[config.mk]
export PLATFORM = sky130hd
export DESIGN_NAME = wto_modpipe
export DESIGN_NICKNAME = d
export VERILOG_FILES = /design/src/hw/rtl/wto_pkg.sv /design/src/hw/rtl/wto_modpipe.sv
export SDC_FILE = /design/constraint.sdc
export NUM_CORES = 1
export LEC_CHECK = 0
export BUFFER_PORTS_ARGS = -buffer_cell sky130_fd_sc_hd__buf_2
export CELL_PAD_IN_SITES_DETAIL_PLACEMENT = 1
export CELL_PAD_IN_SITES_GLOBAL_PLACEMENT = 1
export CORE_ASPECT_RATIO = 0.9
export CORE_MARGIN = 1.5
export CORE_UTILIZATION = 36
export DETAILED_ROUTE_END_ITERATION = 6
export HOLD_SLACK_MARGIN = 0.03
export PLACE_DENSITY_LB_ADDON = 0.05
export SYNTH_ARGS = -nofsm -noshare
export SYNTH_HDL_FRONTEND = slang
export SYNTH_SLANG_ARGS = --single-unit
[constraint.sdc]
create_clock -name clk_i -period 2.5 [get_ports clk_i]
set_input_delay 0.5 -clock clk_i [delete_from_list [all_inputs] [get_ports clk_i]]
set_output_delay 0.5 -clock clk_i [all_outputs]
set_load 0.005 [all_outputs]
[src/hw/rtl/wto_pkg.sv]
// ----------------------------------------------------------------------------
// Wavetable oscillator package
// Widths, codes and the pipeline item type shared by the oscillator modules.
// ----------------------------------------------------------------------------
package wto_pkg;

  localparam int SAMPLE_BITS     = 16;
  localparam int FRAC_BITS       = 16;
  localparam int PHASE_BITS      = 32;
  localparam int INT_BITS        = PHASE_BITS - FRAC_BITS;
  localparam int LEN_BITS        = 17;
  localparam int STEP_BITS       = 32;
  localparam int IDX_BITS        = 16;
  localparam int TABLE_DEPTH_DEF = 65536;
  localparam int CFG_IDX_BITS    = 2;
  localparam int CFG_DATA_BITS   = 32;
  localparam int IN_DATA_BITS    = IDX_BITS + SAMPLE_BITS;
  localparam int IN_USER_BITS    = 2;
  localparam int OUT_DATA_BITS   = SAMPLE_BITS + IDX_BITS;

  typedef enum logic [IN_USER_BITS-1:0] {
    MODE_WRITE   = 2'd0,
    MODE_TICK    = 2'd1,
    MODE_RESTART = 2'd2
  } mode_e;

  typedef enum logic [CFG_IDX_BITS-1:0] {
    REG_TABLE_LENGTH  = 2'd0,
    REG_PHASE_STEP    = 2'd1,
    REG_OUTPUT_ENABLE = 2'd2
  } reg_e;

  typedef enum logic [1:0] {
    OP_WRITE = 2'd0,
    OP_TICK  = 2'd1,
    OP_MUTE  = 2'd2
  } op_e;

  typedef struct packed {
    op_e                    op;
    logic [INT_BITS-1:0]    pos;
    logic [FRAC_BITS-1:0]   frac;
    logic [SAMPLE_BITS-1:0] data;
  } item_t;

endpackage

[src/hw/rtl/wto_modpipe.sv]
// ----------------------------------------------------------------------------
// Phase index reduction pipeline
// Restoring remainder of the integer phase by the table length, one quotient
// bit per stage; write and mute items pass through unchanged.
// ----------------------------------------------------------------------------
module wto_modpipe (
  input  logic                         clk_i,
  input  logic                         rst_ni,
  input  logic                         en_i,
  input  logic [wto_pkg::LEN_BITS-1:0] len_i,
  input  logic                         vld_i,
  input  wto_pkg::item_t               item_i,
  output logic                         vld_o,
  output wto_pkg::item_t               item_o
);

  localparam int IW = wto_pkg::INT_BITS;
  localparam int LW = wto_pkg::LEN_BITS;
  localparam int CW = IW + LW;

  logic           vld_q  [IW];
  wto_pkg::item_t item_q [IW];

  for (genvar g = 0; g < IW; g++) begin : g_stage
    logic           src_vld;
    wto_pkg::item_t src;
    wto_pkg::item_t nxt;
    logic [CW-1:0]  sub;

    if (g == 0) begin : g_first
      assign src_vld = vld_i;
      assign src     = item_i;
    end else begin : g_rest
      assign src_vld = vld_q[g-1];
      assign src     = item_q[g-1];
    end

    assign sub = CW'(len_i) << (IW - 1 - g);

    always_comb begin
      nxt = src;
      if (src.op == wto_pkg::OP_TICK && {{LW{1'b0}}, src.pos} >= sub) begin
        nxt.pos = src.pos - sub[IW-1:0];
      end
    end

    always_ff @(posedge clk_i or negedge rst_ni) begin
      if (!rst_ni) begin
        vld_q[g] <= 1'b0;
      end else if (en_i) begin
        vld_q[g] <= src_vld;
      end
    end

    always_ff @(posedge clk_i) begin
      if (en_i) begin
        item_q[g] <= nxt;
      end
    end
  end

  assign vld_o  = vld_q[IW-1];
  assign item_o = item_q[IW-1];

endmodule

# == Word level (Yosys, flattened, before mapping) ==
# Memories as Yosys holds them, arrays and structs flattened.
# Cells that the tools add are included.
# totals
ff_bits,16
mem_count,1
in_bits,71
out_inout_bits,51
ram_bits,800
word_cells,99
# memory_table
name,words,word_bits,rd,rd_clocked_by_memory_dff,write_ports,line_no,text
item_q,16,50,16,0,16,wto_modpipe.sv:22,wto_pkg::item_t item_q [IW];
# op_classes
n_eq_ne,16
magnitude_cmp,16
n_mux,18
n_reduce_logical,16
addsub,16
# op_table
cell,count
$mux 16,16
$sub 16x16->16,16
$eq 2x1->1 const B,16
$ge 16x32->1,1
$ge 16x31->1,1
$ge 16x30->1,1
$ge 16x29->1,1
$ge 16x28->1,1
$ge 16x27->1,1
$ge 16x26->1,1
$ge 16x25->1,1
$ge 16x24->1,1
$ge 16x23->1,1
$ge 16x22->1,1
$ge 16x21->1,1
$ge 16x20->1,1
$ge 16x19->1,1
$ge 16x18->1,1
$ge 16x17->1,1
$logic_and 1x1->1,16
$mux 1,2

# == Logic depth before layout (Yosys ltp) ==
# An unclocked memory read counts as a cell.
# depth
ltp_word,4
ltp_mapped,11
ltp_nobuf,11

# == Least setup slack after synthesis ==
# OpenSTA, ideal clock, no wires.
# synth_path
kind,input to register
start,in len_i[1] in the netlist's numbering
end,"mem item_q[7][89] in the netlist's numbering, data pin"
arrival_ns,2.755
setup_time_ns,0.260
required_time_ns,2.240
slack_ns,-0.516
path_stages,11
n_path_buf,2
cell_sequence,inv_1 -> ha_1 -> nor2b_1 -> o21bai_1 -> a21boi_1 -> o31ai_4 -> o221ai_2 -> o31a_1 -> buf_6 -> buf_6 -> mux2_4
# synth_lines
item,line_no,text
from (decl),wto_modpipe.sv:10,"input logic [wto_pkg::LEN_BITS-1:0] len_i,"
to (decl),wto_modpipe.sv:22,

==> results.txt <==
* Run status: finished, violations left
- Violated checks: negative setup slack
- Skew-Pair Late Insertion Delay: 0.65 ns
* Area growth, synth to finish: 31.7%
- For this run, the number of Yosys warnings is 0.
- Pin placement for this block handled roughly 120 I/O pins.
* Floorplan row count: 104
- In this run the tightest slew margin relative to its limit is 62.4%.
* Largest incremental delay on the critical path: approximately 0.43 ns
* Final estimated routing congestion in global placement: 0.817
- The mapped netlist covers ~0.033 mm².
* Req. time, crit path: around 2.9 ns
* Port Buf Inserts: approximately 120
* CTS H-tree lvls: 3
- In this run the worst hold path is classified as in2reg.
- The die is between 200 and 300 µm tall.
* Area share of the leading cell type in the synthesized netlist: 73.9%
- Data on the critical path arrives at its endpoint at 3.08 ns.
- The startpoint identified for the worst register-to-register timing path is item_q[7][38]$_DFFE_PP_.
- The detail route stage leaves a number of antenna-violating nets equal to 0.
- Post-synth EDFFs: 800
- Clock root buffer: clkbuf_16
- Summed over all layers, the routed wires come to 71,500 µm.
- Register bit count reported by yosys: 816
- Among all flip-flop cells after synthesis, the most frequent one is edfxtp_1.
* Total negative slack for setup checks: -3.20 ns
* Cell with the most instances after synthesis: edfxtp_1
* WL per Instance: 18.8 µm
* Critical path peak fanout: 8
* Via count of the first global-routing pass: a little under 20k
- The HPWL after detailed placement is 50,200 µm.
- The floorplan step defined a core boundary enclosing 0.0894 mm².
- Setup repair after global routing missed its margin: true
- In this run, the number of DRC markers left after iteration 0 of detailed routing was 706.
* Final Skew: ~0.037 ns
- Initial core utilization: 36.4%
* Ys async rst share: 1.96%
- The synthesized design spends more area on one cell type than any other, namely edfxtp_1.
- Average cell area after synthesis: around 17 µm²
* Post-route clock period utilization: 108%
- Synthesis produced a netlist whose cell count is between 1.5k and 2k.
- In this run the horizontal extent of the chip is 320 µm.
* First-pass GRT wire length: ~110,000 µm
- Max-cap viol count: 0
- Hold timing on the final database bottoms out at a slack of 0.0836 ns.
* Number of clock sinks: 816
- STA classifies the critical path endpoint as a register.
- Entering global routing, the biggest net connects 73 pins.
* Clock-pin slew reported for the worst setup and hold paths after clock tree synthesis: around 0.06 ns
- Worst supply voltage drop on vdd: 0.483 mV
- For this run, the detailed router's first-pass iteration total came to 4.
* HP Start: item_i[46]
- Detailed routing inserted a total of 18.1k vias.
- After synthesis, the netlist uses 85 different library cells.
- Slew of the pin with the lowest slew margin: 0.556 ns
* F_max: 372 MHz
- TritonCTS built the clock tree.
- Ratio of cells with drive above 1 in the final layout: 34.7%
* Maximum count of clock buffers along a single path: 3
- CP cell instances: ha_4 -> a21oi_4 -> o21ai_2 -> or2_4 -> o31ai_4 -> o221ai_2 -> o31a_1 -> clkbuf_16 -> mux2_4
- Number of buffers added by the clock tree synthesis step: 88
- Net count reported at finish: 2,795
* Antenna cells: 0
- In this run the static leakage power is approximately 0.016 µW.
- Vias per Instance: ~4.7
- Sum of overflow across all layers after global routing: 0
* Crit start category: register
- The number of antenna violations at the first check in global routing is 0.
* Final setup viols: 30
- Sorting the synthesized cells by area gives the leading types as edfxtp_1, ha_1, mux2_1.
- Final hold viol count: 0
- The commonest cells after synthesis are edfxtp_1, ha_1, inv_1.
- The number of nets in the synthesized netlist is 2,085.
- Global-route usage over all layers: 15.4%
- Critical path class: reg2reg
- Beginning of the critical path: item_q[7][38]$_DFFE_PP_
- The final-report max-slew violation count came to 0.
* Min Tclk post-route: 2.69 ns
- DRC violations left: 0
- Total power divided by cell area: 763 mW/mm²
- Full die area: 0.0921 mm²
- Setup slack on the critical path of the routed design comes to -0.190 ns.
- Sequential element share of the synthesized area: 75.1%
- Among all stages on the critical path, the largest delay is contributed by edfxtp_1.
cell usage in the layout, fill, tap and decap left out, types with 25 or more instances in the layout:
cell and n:
a21o_1 45, a21oi_1 59, buf_12 30, buf_2 121
buf_4 420, clkbuf_16 90, dlygate4sd3_1 48, edfxtp_1 800
ha_1 103, ha_4 30, inv_1 68, mux2_1 27
mux2_2 26, mux2_4 39, mux2i_1 25, nand2_1 66
nor2_1 60, nor2b_1 27, o21ai_0 44, xnor2_1 55
xor2_1 31
report_power, final:
group | internal, µW | switching, µW | leakage [µW]
combinational | 1750 | 1660 | 0.00708
sequential | 16000 | 363 | 0.00802
clock | 7600 | 5270 | 0.00139
area by class of cell:
class	count	area, µm²
fillers	8571	46600
clock buffers	108	2300
well taps	1166	1460
clock inverters	50	581
multi-input cells	958	8750
flip-flops and latches	816	24400
repair buffers	631	4990
inverters	79	319
registers in the layout (all words and copies together) (netlist names):
signal	flops
vld_o	1
g_stage.src_vld	15
item_q	800
worst paths after layout:
check	end	slack (ns)	depth (start not counted)
max	item_q[7][89]$_DFFE_PP_	-0.19	9
min	item_q[0][46]$_DFFE_PP_	0.08	1
max reg2reg	item_q[7][89]$_DFFE_PP_	-0.19	9
min reg2reg	item_q[2][18]$_DFFE_PP_	0.38	0
max in group asynchronous	g_stage[7].src_vld$_DFFE_PN0P_	1.94	2
min in group asynchronous	vld_o$_DFFE_PN0P_	0.30	2
cells by family after synthesis:
family / after synthesis / synth area share (%)
AO/OA/AOI/OAI: 294 / 5.93
XOR/XNOR: 86 / 2.32
adder cells (fa/ha/maj): 150 / 6.10
buffers and inverters: 91 / 1.12
flip-flops: 816 / 75.1
multiplexers: 119 / 4.11
AND/OR/NAND/NOR: 308 / 5.31
critical path, delay by kind of cell, from the launching register on:
kind,cells,cell delay (ns)
DFF,1,0.43
adders and majority gates,1,0.26
AOI/OAI and AO/OA,5,0.96
buffers and inverters,1,0.20
muxes,1,0.29
and+or+nand+nor,1,0.26
metrics by stage:
step / setup slack, ns / instances / util [%] / instance area, µm² / power, µW
CTS: -0.207 / 3779 / 47.1 / 42100 / 33000
finish: -0.190 / 3808 / 47.9 / 42800 / 32700
global placement: -0.816 / 3544 / 42.6 / 38100 / 19600
detailed placement: -0.791 / 3544 / 42.6 / 38100 / 19800
floorplan: -0.406 / 1864 / - / 32700 / 18000
global route: -0.267 / 3808 / 47.9 / 42800 / 34100
routing by layer:
metal	GRT usage [%]	share of wire, %
met4	4.75	2.6
met1	19.9	45
met2	26.3	49
met5	0	0
met3	2.79	3.5
timing repair:
action                     4_1_cts  5_1_grt
setup buffers                   28       28
hold endpoints to repair        62        1
setup endpoints to repair       78      110
hold buffers                    47        1
gates resized for setup         76      101
pin swaps                       36       60
cloned                           2        3
(Power assumes the default switching activity.)
